File: src/rtl/core/bms_pkg.sv
package bms_pkg;

   localparam int CAPACITY = 16;
   localparam int VALUE_W  = 32;
   localparam int SUM_W    = 36;
   localparam int COUNT_W  = $clog2(CAPACITY + 1);

   localparam logic [1:0] MODE_INSERT = 2'd0;
   localparam logic [1:0] MODE_REMOVE = 2'd1;
   localparam logic [1:0] MODE_LOOKUP = 2'd2;

   typedef enum logic [1:0] {
      STATUS_OK      = 2'd0,
      STATUS_FULL    = 2'd1,
      STATUS_EMPTY   = 2'd2,
      STATUS_MISSING = 2'd3
   } status_type;

   // broadcast from the top level to every cell
   typedef struct packed {
      logic                       ins;
      logic                       rem;
      logic signed [VALUE_W-1:0]  value;
      logic        [COUNT_W-1:0]  count;
   } cell_ctl_type;

endpackage

File: src/rtl/core/bms_req_if.sv
interface bms_req_if;
   logic                               valid;
   logic                               ready;
   logic [1:0]                         mode;
   logic signed [bms_pkg::VALUE_W-1:0] value;

   modport source (output valid, output mode, output value, input ready);
   modport sink   (input valid, input mode, input value, output ready);
endinterface

File: src/rtl/core/bms_rsp_if.sv
interface bms_rsp_if;
   logic                               valid;
   logic                               ready;
   logic [1:0]                         status;
   logic                               found;
   logic [bms_pkg::COUNT_W-1:0]        position;
   logic [bms_pkg::COUNT_W-1:0]        entry_count;
   logic signed [bms_pkg::SUM_W-1:0]   total;

   modport source (output valid, output status, output found, output position,
                   output entry_count, output total, input ready);
   modport sink   (input valid, input status, input found, input position,
                   input entry_count, input total, output ready);
endinterface

File: src/rtl/core/bms_cell.sv
module bms_cell (
   input  logic                               clock,
   input  bms_pkg::cell_ctl_type              ctl,
   input  logic [bms_pkg::COUNT_W-1:0]        idx,
   input  logic                               hit_prev,
   input  logic signed [bms_pkg::VALUE_W-1:0] next_entry,
   output logic signed [bms_pkg::VALUE_W-1:0] entry,
   output logic                               hit_next,
   output logic                               first
);

   logic signed [bms_pkg::VALUE_W-1:0] entry_ff;
   logic signed [bms_pkg::VALUE_W-1:0] entry_in;
   logic                               live;
   logic                               hit;

   assign live     = idx < ctl.count;
   assign hit      = live && (entry_ff == ctl.value);
   assign first    = hit && !hit_prev;
   assign hit_next = hit_prev || hit;
   assign entry    = entry_ff;

   // cells at and after the first match pull from the right on remove
   always_comb begin
      priority if (ctl.ins && (idx == ctl.count)) begin
         entry_in = ctl.value;
      end else if (ctl.rem && hit_next) begin
         entry_in = next_entry;
      end else begin
         entry_in = entry_ff;
      end
   end

   always_ff @(posedge clock) begin
      entry_ff <= entry_in;
   end

endmodule

File: src/rtl/core/bounded_multiset_store_unit.sv
// Bounded multiset store: up to CAPACITY signed 32-bit values held in insertion
// order in a row of cells, one value per cell. Every cell compares its value
// against the request at once and a match flag ripples along the row, so the
// first match is found, and on remove the matched and all later cells take their
// right neighbor's value, in the same cycle. One request is taken per clock; its
// response appears in an output register the next cycle and a new request is
// taken whenever that register is empty or being drained. Response fields:
// status (ok, full, empty, not found), found, position of the first match (or
// the count when absent), the count and the exact 36-bit sum after the
// operation. Mode three acts as a lookup.
module bounded_multiset_store_unit (
   input  logic      clock,
   input  logic      reset,
   bms_req_if.sink   req_bus,
   bms_rsp_if.source rsp_bus
);

   localparam int CAP = bms_pkg::CAPACITY;
   localparam int CW  = bms_pkg::COUNT_W;
   localparam int VW  = bms_pkg::VALUE_W;
   localparam int SW  = bms_pkg::SUM_W;

   logic [CW-1:0]        count_ff, count_in;
   logic signed [SW-1:0] sum_ff, sum_in;
   logic                 rsp_valid_ff, rsp_valid_in;
   bms_pkg::status_type  status_ff, status_in;
   logic                 found_ff, found_in;
   logic [CW-1:0]        position_ff, position_in;

   logic                 req_fire;
   logic                 full;
   logic                 empty;
   logic signed [SW-1:0] value_ext;
   bms_pkg::cell_ctl_type ctl;

   logic [CAP:0]                 hit_chain;
   logic [CAP-1:0]               first_vec;
   logic signed [VW-1:0]         entry_bus [CAP];
   logic [CW-1:0]                match_pos;

   assign req_bus.ready = !rsp_valid_ff || rsp_bus.ready;
   assign req_fire      = req_bus.valid && req_bus.ready;
   assign full          = count_ff >= CW'(CAP);
   assign empty         = count_ff == '0;
   assign value_ext     = {{(SW - VW){req_bus.value[VW-1]}}, req_bus.value};

   assign ctl.ins   = req_fire && (req_bus.mode == bms_pkg::MODE_INSERT) && !full;
   assign ctl.rem   = req_fire && (req_bus.mode == bms_pkg::MODE_REMOVE) && !empty;
   assign ctl.value = req_bus.value;
   assign ctl.count = count_ff;

   assign hit_chain[0] = 1'b0;

   for (genvar i = 0; i < CAP; i++) begin : g_cell
      logic signed [VW-1:0] right;
      if (i == CAP - 1) begin : g_last
         assign right = entry_bus[i];
      end else begin : g_mid
         assign right = entry_bus[i+1];
      end
      bms_cell u_cell (
         .clock      (clock),
         .ctl        (ctl),
         .idx        (CW'(i)),
         .hit_prev   (hit_chain[i]),
         .next_entry (right),
         .entry      (entry_bus[i]),
         .hit_next   (hit_chain[i+1]),
         .first      (first_vec[i])
      );
   end

   // at most one cell flags first, so OR its index in
   always_comb begin
      match_pos = '0;
      for (int i = 0; i < CAP; i++) begin
         match_pos = match_pos | (first_vec[i] ? CW'(i) : '0);
      end
   end

   always_comb begin
      count_in    = count_ff;
      sum_in      = sum_ff;
      status_in   = status_ff;
      found_in    = found_ff;
      position_in = position_ff;
      if (req_fire) begin
         found_in    = hit_chain[CAP];
         position_in = hit_chain[CAP] ? match_pos : count_ff;
         status_in   = bms_pkg::STATUS_OK;
         unique case (req_bus.mode)
            bms_pkg::MODE_INSERT: begin
               if (full) begin
                  status_in = bms_pkg::STATUS_FULL;
               end else begin
                  count_in = count_ff + CW'(1);
                  sum_in   = sum_ff + value_ext;
               end
            end
            bms_pkg::MODE_REMOVE: begin
               priority if (empty) begin
                  status_in   = bms_pkg::STATUS_EMPTY;
                  found_in    = 1'b0;
                  position_in = '0;
               end else if (!hit_chain[CAP]) begin
                  status_in = bms_pkg::STATUS_MISSING;
               end else begin
                  count_in = count_ff - CW'(1);
                  sum_in   = sum_ff - value_ext;
               end
            end
            default: begin
               // lookup; unused mode acts the same
            end
         endcase
      end
   end

   always_comb begin
      rsp_valid_in = rsp_valid_ff;
      if (req_fire) begin
         rsp_valid_in = 1'b1;
      end else if (rsp_bus.ready) begin
         rsp_valid_in = 1'b0;
      end
   end

   always_ff @(posedge clock) begin
      if (reset) begin
         count_ff     <= '0;
         sum_ff       <= '0;
         rsp_valid_ff <= 1'b0;
      end else begin
         count_ff     <= count_in;
         sum_ff       <= sum_in;
         rsp_valid_ff <= rsp_valid_in;
      end
   end

   always_ff @(posedge clock) begin
      status_ff   <= status_in;
      found_ff    <= found_in;
      position_ff <= position_in;
   end

   assign rsp_bus.valid       = rsp_valid_ff;
   assign rsp_bus.status      = status_ff;
   assign rsp_bus.found       = found_ff;
   assign rsp_bus.position    = position_ff;
   assign rsp_bus.entry_count = count_ff;
   assign rsp_bus.total       = sum_ff;

   a_count_bound : assert property (@(posedge clock) disable iff (reset)
      count_ff <= CW'(CAP))
      else $error("occupancy beyond capacity");

   a_first_unique : assert property (@(posedge clock) disable iff (reset)
      $onehot0(first_vec))
      else $error("more than one first match");

   a_insert_grows : assert property (@(posedge clock) disable iff (reset)
      ctl.ins |=> count_ff == CW'($past(count_ff) + CW'(1)))
      else $error("insert did not advance count");

   a_remove_shrinks : assert property (@(posedge clock) disable iff (reset)
      ctl.rem && hit_chain[CAP] |=> count_ff == CW'($past(count_ff) - CW'(1)))
      else $error("remove did not drop count");

endmodule

File: src/flat_wrapper.sv
// flat-port wrapper written by rule: the top's interface ports become plain ports
module bounded_multiset_store_unit_flat 
  (clock, reset, req_bus_valid, req_bus_mode, req_bus_value, req_bus_ready, rsp_bus_valid, rsp_bus_status, rsp_bus_found, rsp_bus_position, rsp_bus_entry_count, rsp_bus_total, rsp_bus_ready);
  bms_req_if req_bus_i ();
  bms_rsp_if rsp_bus_i ();
  input  logic clock;
  input  logic reset;
  input wire logic [$bits(req_bus_i.valid)-1:0] req_bus_valid;
  input wire logic [$bits(req_bus_i.mode)-1:0] req_bus_mode;
  input wire logic [$bits(req_bus_i.value)-1:0] req_bus_value;
  output wire logic [$bits(req_bus_i.ready)-1:0] req_bus_ready;
  output wire logic [$bits(rsp_bus_i.valid)-1:0] rsp_bus_valid;
  output wire logic [$bits(rsp_bus_i.status)-1:0] rsp_bus_status;
  output wire logic [$bits(rsp_bus_i.found)-1:0] rsp_bus_found;
  output wire logic [$bits(rsp_bus_i.position)-1:0] rsp_bus_position;
  output wire logic [$bits(rsp_bus_i.entry_count)-1:0] rsp_bus_entry_count;
  output wire logic [$bits(rsp_bus_i.total)-1:0] rsp_bus_total;
  input wire logic [$bits(rsp_bus_i.ready)-1:0] rsp_bus_ready;
  assign req_bus_i.valid = req_bus_valid;
  assign req_bus_i.mode = req_bus_mode;
  assign req_bus_i.value = req_bus_value;
  assign req_bus_ready = req_bus_i.ready;
  assign rsp_bus_valid = rsp_bus_i.valid;
  assign rsp_bus_status = rsp_bus_i.status;
  assign rsp_bus_found = rsp_bus_i.found;
  assign rsp_bus_position = rsp_bus_i.position;
  assign rsp_bus_entry_count = rsp_bus_i.entry_count;
  assign rsp_bus_total = rsp_bus_i.total;
  assign rsp_bus_i.ready = rsp_bus_ready;
  bounded_multiset_store_unit u_core (.clock(clock), .reset(reset), .req_bus(req_bus_i), .rsp_bus(rsp_bus_i));
endmodule
File: config.mk
export PLATFORM = sky130hd
export DESIGN_NAME = bounded_multiset_store_unit_flat
export DESIGN_NICKNAME = d
export VERILOG_FILES = /design/src/rtl/core/bms_pkg.sv /design/src/rtl/core/bms_req_if.sv /design/src/rtl/core/bms_rsp_if.sv /design/src/rtl/core/bms_cell.sv /design/src/rtl/core/bounded_multiset_store_unit.sv /design/src/flat_wrapper.sv
export SDC_FILE = /design/constraint.sdc
export NUM_CORES = 1
export LEC_CHECK = 0
export ABC_AREA = 1
export BUFFER_PORTS_ARGS = -buffer_cell sky130_fd_sc_hd__buf_2
export CAP_MARGIN = 15
export CORE_UTILIZATION = 57
export CTS_CLUSTER_DIAMETER = 50
export DETAILED_ROUTE_END_ITERATION = 8
export HOLD_SLACK_MARGIN = 0.12
export PLACE_DENSITY = 0.77
export SLEW_MARGIN = 25
export SYNTH_ARGS = -nofsm -noshare
export SYNTH_HDL_FRONTEND = slang
export SYNTH_SLANG_ARGS = --single-unit
File: constraint.sdc
create_clock -name clock -period 4.8 [get_ports clock]
set_input_delay 0.48 -clock clock [delete_from_list [all_inputs] [get_ports clock]]
set_output_delay 0.48 -clock clock [all_outputs]
set_load 0.01 [all_outputs]
# After elaboration in Yosys (flattened, before gate mapping)
# Cells that the tools add are included.
[word_totals]
register_bits = 562
in_bits = 38
out_inout_bits = 51
elab_cells = 277
[classes]
n_addsub = 4
n_lt_le_gt_ge = 17
eq_ne = 35
muxes = 64
bitwise = 14
n_reduce_logical = 121
[op_table]
columns = ["operator", "count"]
rows = [
  ["$mux W32", 30],
  ["$eq A32 B32 Y1", 16],
  ["$mux W36", 3],
  ["$pmux W36 S2", 1],
  ["$or A5 B5 Y5", 14],
  ["$logic_and A1 B1 Y1", 67],
  ["$eq A4 B5 Y1 const A", 8],
  ["$lt A4 B5 Y1 const A", 8],
  ["$add A36 B32 Y36", 1],
  ["$sub A36 B32 Y36", 1],
  ["$reduce_bool A2 Y1", 17],
  ["$mux W4", 8],
  ["$mux W5", 6],
  ["$eq A3 B5 Y1 const A", 4],
  ["$lt A3 B5 Y1 const A", 4],
  ["$logic_not A1 Y1", 18],
  ["$logic_or A1 B1 Y1", 16],
  ["$mux W3", 4],
  ["$eq A2 B5 Y1 const A", 2],
  ["$lt A1 B5 Y1 const A", 2],
  ["$lt A2 B5 Y1 const A", 2],
  ["$pmux W5 S2", 1],
  ["$mux W2", 4],
  ["$mux W1", 6],
  ["10 further kinds", 12],
]

# Longest topological paths before layout
[depth]
ltp_word = 23
mapped_depth = 30
depth_no_buf = 28

# Hierarchy
# Synthesis repeated with hierarchy kept, for this count alone.
[hier_totals]
cells_unflattened = 5155
area_unflattened_um2 = 38874.8
[modules_own_cells]
columns = ["module", "n_inst", "cells_per_inst", "area_each_um2", "seq_area_each_um2"]
rows = [
  ["bms_cell", 16, 267, 2092.0, 960.9],
  ["bounded_multiset_store_unit", 1, 883, 5402.7, 1081.0],
]

# Worst setup path after synthesis
# OpenSTA, ideal clock, no wires.
[synth_path]
path_kind = "input -> register"
startpoint = "input req_bus_value[10]"
endpoint = "register u_core.g_cell[14].u_cell.entry_ff (netlist bit u_core.g_cell[14].u_cell.entry[0]), enable pin"
setup_time_ps = 466
t_arrival_ps = 4274
t_required_ps = 4334
path_slack_ps = 61
stages = 12
path_buffers = 3
path_cell_list = "buf_2 -> inv_2 -> buf_2 -> buf_2 -> o22ai_1 -> nor2_1 -> nand2_1 -> nor4_1 -> nand3_1 -> nand4_2 -> nor3b_1 -> o21ai_0"
[synth_between]
elab_chain_cells = 18
elab_cells_between_ends = 46
classes_between = "eq/ne (15); reduce/logical (31)"
[synth_lines]
columns = ["item", "line", "rtl"]
rows = [
  ["start, declared", "flat_wrapper.sv:10", "input wire logic [$bits(req_bus_i.value)-1:0] req_bus_value;"],
  ["$eq A32 B32 Y1", "bms_cell.sv:18", "assign hit = live && (entry_ff == ctl.value);"],
  ["$logic_and A1 B1 Y1", "bms_cell.sv:18", ""],
  ["$logic_or A1 B1 Y1 (13 in a row)", "bms_cell.sv:20", "assign hit_next = hit_prev || hit;"],
  ["$logic_or A1 B1 Y1 (*)", "bms_cell.sv:20", ""],
  ["$logic_and A1 B1 Y1 (*)", "bms_cell.sv:27", "end else if (ctl.rem && hit_next) begin"],
  ["$reduce_bool A2 Y1 (no source line) (*)", "-", ""],
  ["end signal, assigned", "bms_cell.sv:35", "entry_ff <= entry_in;"],
  ["end, declared", "bms_cell.sv:12", "logic signed [bms_pkg::VALUE_W-1:0] entry_ff;"],
]
# Every way passes the cells marked *; elsewhere a longest branch is shown, timed or not.
# A chain may end at the register's enable or synchronous reset.

# Worst setup path after layout
[layout_path]
startpoint = "input req_bus_value[1]"
endpoint = "register u_core.sum_ff[33] (netlist: u_core.rsp_bus.total[33])"
[layout_between]
elab_chain_cells = 19
elab_cells_between_ends = 55
classes_between = "add/sub (2); eq/ne (17); mux (4); reduce/logical (32)"
[layout_lines]
columns = ["item", "line", "rtl"]
rows = [
  ["$eq A32 B32 Y1", "bms_cell.sv:18", ""],
  ["$logic_and A1 B1 Y1", "bms_cell.sv:18", ""],
  ["$logic_or A1 B1 Y1 (15 in a row)", "bms_cell.sv:20", ""],
  ["$ne A2 B2 Y1 (no source line)", "-", ""],
  ["$reduce_and A5 Y1 (no source line)", "-", ""],
  ["end signal, assigned", "bounded_multiset_store_unit.sv:135", "sum_ff <= sum_in;"],
  ["end, declared", "bounded_multiset_store_unit.sv:24", "logic signed [SW-1:0] sum_ff, sum_in;"],
]
# Several ways; a longest one is shown, not always the timed one. The select of a mux whose other input is x is not followed.

==> results.yml <==
layout:
  area_delta_synth_final_pct: 10.38
  final_core_util_pct: 64.22
  layout.nets: 3732
  num-fill-cells: 4465
  fin_area_um2: 35730
  layoutNonFillerInstCount: 4455
  drive_gt1_share_pct: 11.04
yosys:
  postSynthAreaPerCell_um2: 8.902
  syn_nets: 3716
  syn_inst: 3636
  ys.flop_type: "edfxtp_1"
  synth.most_common_cell: "nand2_1"
  yosys_warnings: 0
  syn_area_um2: 32370
  synth_edf_count: 520
  synth_seq_area_share_pct: 50.84
  yosysTopAreaCellShare_pct: 48.24
  ys_async_sr_fraction_pct: 0
  ys_top_cells_by_area: "edfxtp_1, nand2_1, o21ai_0"
  ys_types: 62
  ys_ff_latch: 562
  synthTopCellsByCount: "nand2_1, o21ai_0, edfxtp_1"
  synth_area_leader_cell: "edfxtp_1"
critical_path:
  path_buf_inv: 3
  critPathTopFamily: "simple AND/OR/NAND/NOR gates"
  worstSetupEndpointType: "flip-flop"
  r2r_cells: 16
  cpPeakStageDelay_ns: 0.37
  crit_path_frequent_cell: "nand2_1"
  crit_slowest_cell: "ha_1"
  r2r_end: "u_core.rsp_bus.total[9]"
  cp-start-kind: "input port"
  critPathKind: "input port to flip-flop"
  worstSetupStartpoint: "req_bus_value[1]"
  critPathRequiredTime_ns: 5.32
  worstReg2RegStart: "u_core.rsp_bus.entry_count[3]"
  setup.worst_path.end: "u_core.rsp_bus.total[33]"
  worstPathArrival_ns: 4.72
  cp.depth: 25
  rrSetupSlack_ns: 1.03
  critPathMaxFanout: 4
global_routing:
  antenna_found_initial: 2
  grt_pass1_vias: 25470
  grt_max_degree: 66
  grt_usage_pct: 38.57
  grt_overflow_total: 0
  grt_pass1_wl_um: 162100
power:
  ir_drop_v: 0.0002701
  pwr-share-clk_pct: 43.0
  internal_power_w: 0.008478
  p_comb_share_pct: 10.6
  seqPwrFrac_pct: 46.4
  leakage_nw: 14.33
  netSwitchingPower_w: 0.003067
  power_w: 0.01155
  swShare_pct: 26.57
  power_per_cell_area_nw_per_um2: 323.2
detailed_routing:
  antenna_left: 0
  wirelength_um: 111000
  first_pass_iters: 6
  drcViolationCount: 0
  drt-vias-per-instance: 6.262
  post_drt_wl_per_cell_um: 24.92
  drt_iter0_markers: 4081
  vias: 27900
timing:
  hold_violations: 0
  finalCritPeriodShare_pct: 87.57
  tightest_slew_ns: 0.9236
  holdWs_ns: 0.1745
  setup_viol: 0
  relSlewSlack_pct: 38.43
  drv_slew: 0
  final.min_clock_period_ns: 4.204
  max_freq_mhz: 237.9
  rsz0062_at_grt: "false"
  skew_ns: 0.03127
clocking:
  clock_latency_ns: 0.63
  cts_tree: "yes"
  cts_buffer_depth: 3
  cts_made_buffers: 67
  htree_levels: 3
  cts_sinks: 562
  cts_root_buf: "clkbuf_16"
  clk_pin_slew_ns: 0.06
place:
  numPortBuffers: 88
  postPlaceCellArea_um2: 33590
  placed_cells: 4331
  gp_congestion: 0.9862
  hpwl_um: 75160
die:
  dieArea_um2: 57740
  die_w_um: 240.3
  core_um2: 55630
  num_io_pins: 89
  initial_core_util_pct: 58.18
  num_rows: 86
  die_h_um: 240.3
min_path:
  hold_path_class: "input port to flip-flop"
run_status:
  status: "completed"
flow_run:
  maxCapViolations: 0
## metrics by stage
stage	setup WS, ns	setup TNS (ns)
after floorplan	0.06081	0
after global placement	0.07159	0
after detailed placement	-0.04618	-0.04618
after CTS	0.5763	0
after global routing	0.01331	0
final	0.5965	0
## worst min path at each step
stage	from	endpoint	slack [ns]	cells past startpoint
after floorplan	u_core.rsp_bus.total[28]	u_core.rsp_bus.total[28]	0.50	2
after detailed placement	u_core.rsp_bus.total[3]	u_core.rsp_bus.total[3]	0.49	2
after CTS	rsp_bus_ready	u_core.rsp_bus.valid	0.15	4
after global placement	u_core.rsp_bus.total[3]	u_core.rsp_bus.total[3]	0.48	2
after global routing	rsp_bus_ready	u_core.rsp_bus.valid	0.20	4
final	rsp_bus_ready	u_core.rsp_bus.valid	0.17	4
## logic make-up after synthesis
| family | count (synthesis) | share of synthesized area, % |
|---|---|---|
| and+or+nand+nor | 1424 | 18.41 |
| AOI/OAI and AO/OA | 787 | 13.19 |
| DFF | 562 | 50.84 |
| buffers and inverters | 459 | 6.119 |
| xor gates and xnor gates | 362 | 9.796 |
| adders and majority gates | 42 | 1.647 |
## repair_timing
action / in CTS / in global routing
setup buffers: 0 / 0
endpoints found under the setup margin: 0 / 1
resized for setup: 0 / 1
hold buffers: 0 / 0
## metal layers
layer / routed length (um) / global-route usage, % / up-vias
li1: - / - / 12410
met1: 41010 / 51.61 / 12870
met2: 45890 / 55.32 / 2202
met3: 17270 / 12.00 / 406
met4: 6813 / 21.85 / 4
met5: 30 / 0 / -
## sequential cells by signal (all words and copies together), names as in the netlist
| register | cells |
|---|---|
| u_core.rsp_bus.found | 1 |
| u_core.rsp_bus.valid | 1 |
| u_core.rsp_bus.total | 36 |
| u_core.rsp_bus.status | 2 |
| u_core.g_cell.u_cell.entry | 512 |
| u_core.rsp_bus.position | 5 |
| u_core.rsp_bus.entry_count | 5 |
## power by group through the flow
stage	combinational [W]	clock [W]	sequential, W
floorplan	0.000739	0	0.00546
global placement	0.00116	0	0.00546
detailed placement	0.00117	0	0.00546
CTS	0.00118	0.00496	0.00536
global route	0.00129	0.00514	0.00536
finish	0.00122	0.00496	0.00536
## tightest hold or removal path: cells and delay by family
family | cells | cell delay [ns]
compound gates | 1 | 0.07
buf+inv | 2 | 0.11
simple gates | 1 | 0.08
## layout by cell type, fill, tap and decap left out, types with 14 or more instances in the layout
cell,Yosys,final
nand4_1,44,44
o21ai_1,14,14
xor2_1,182,182
inv_2,23,23
nor3_1,30,30
buf_2,44,88
dfxtp_1,42,42
nor2_1,187,186
edfxtp_1,520,520
nand2_1,969,969
o22ai_1,29,29
ha_1,41,41
o21ai_0,576,565
nand3_1,100,91
buf_4,27,116
inv_1,169,169
clkinv_1,3,14
nor4_1,39,37
xnor2_1,180,180
a21oi_1,78,78
clkbuf_16,0,67
## final cells by class
type	count	area (um2)	share of cell area (%)
Timing Repair Buffer	210	1431	4.007
Clock inverter	42	386.6	1.082
Antenna cell	2	5.005	0.01401
Clock buffer	80	1735	4.858
Tap cell	748	935.9	2.620
Sequential cell	562	16460	46.06
Multi-Input combinational cell	2615	14040	39.29
Inverter	196	738.2	2.066
Power figures use the tool's default switching activity.
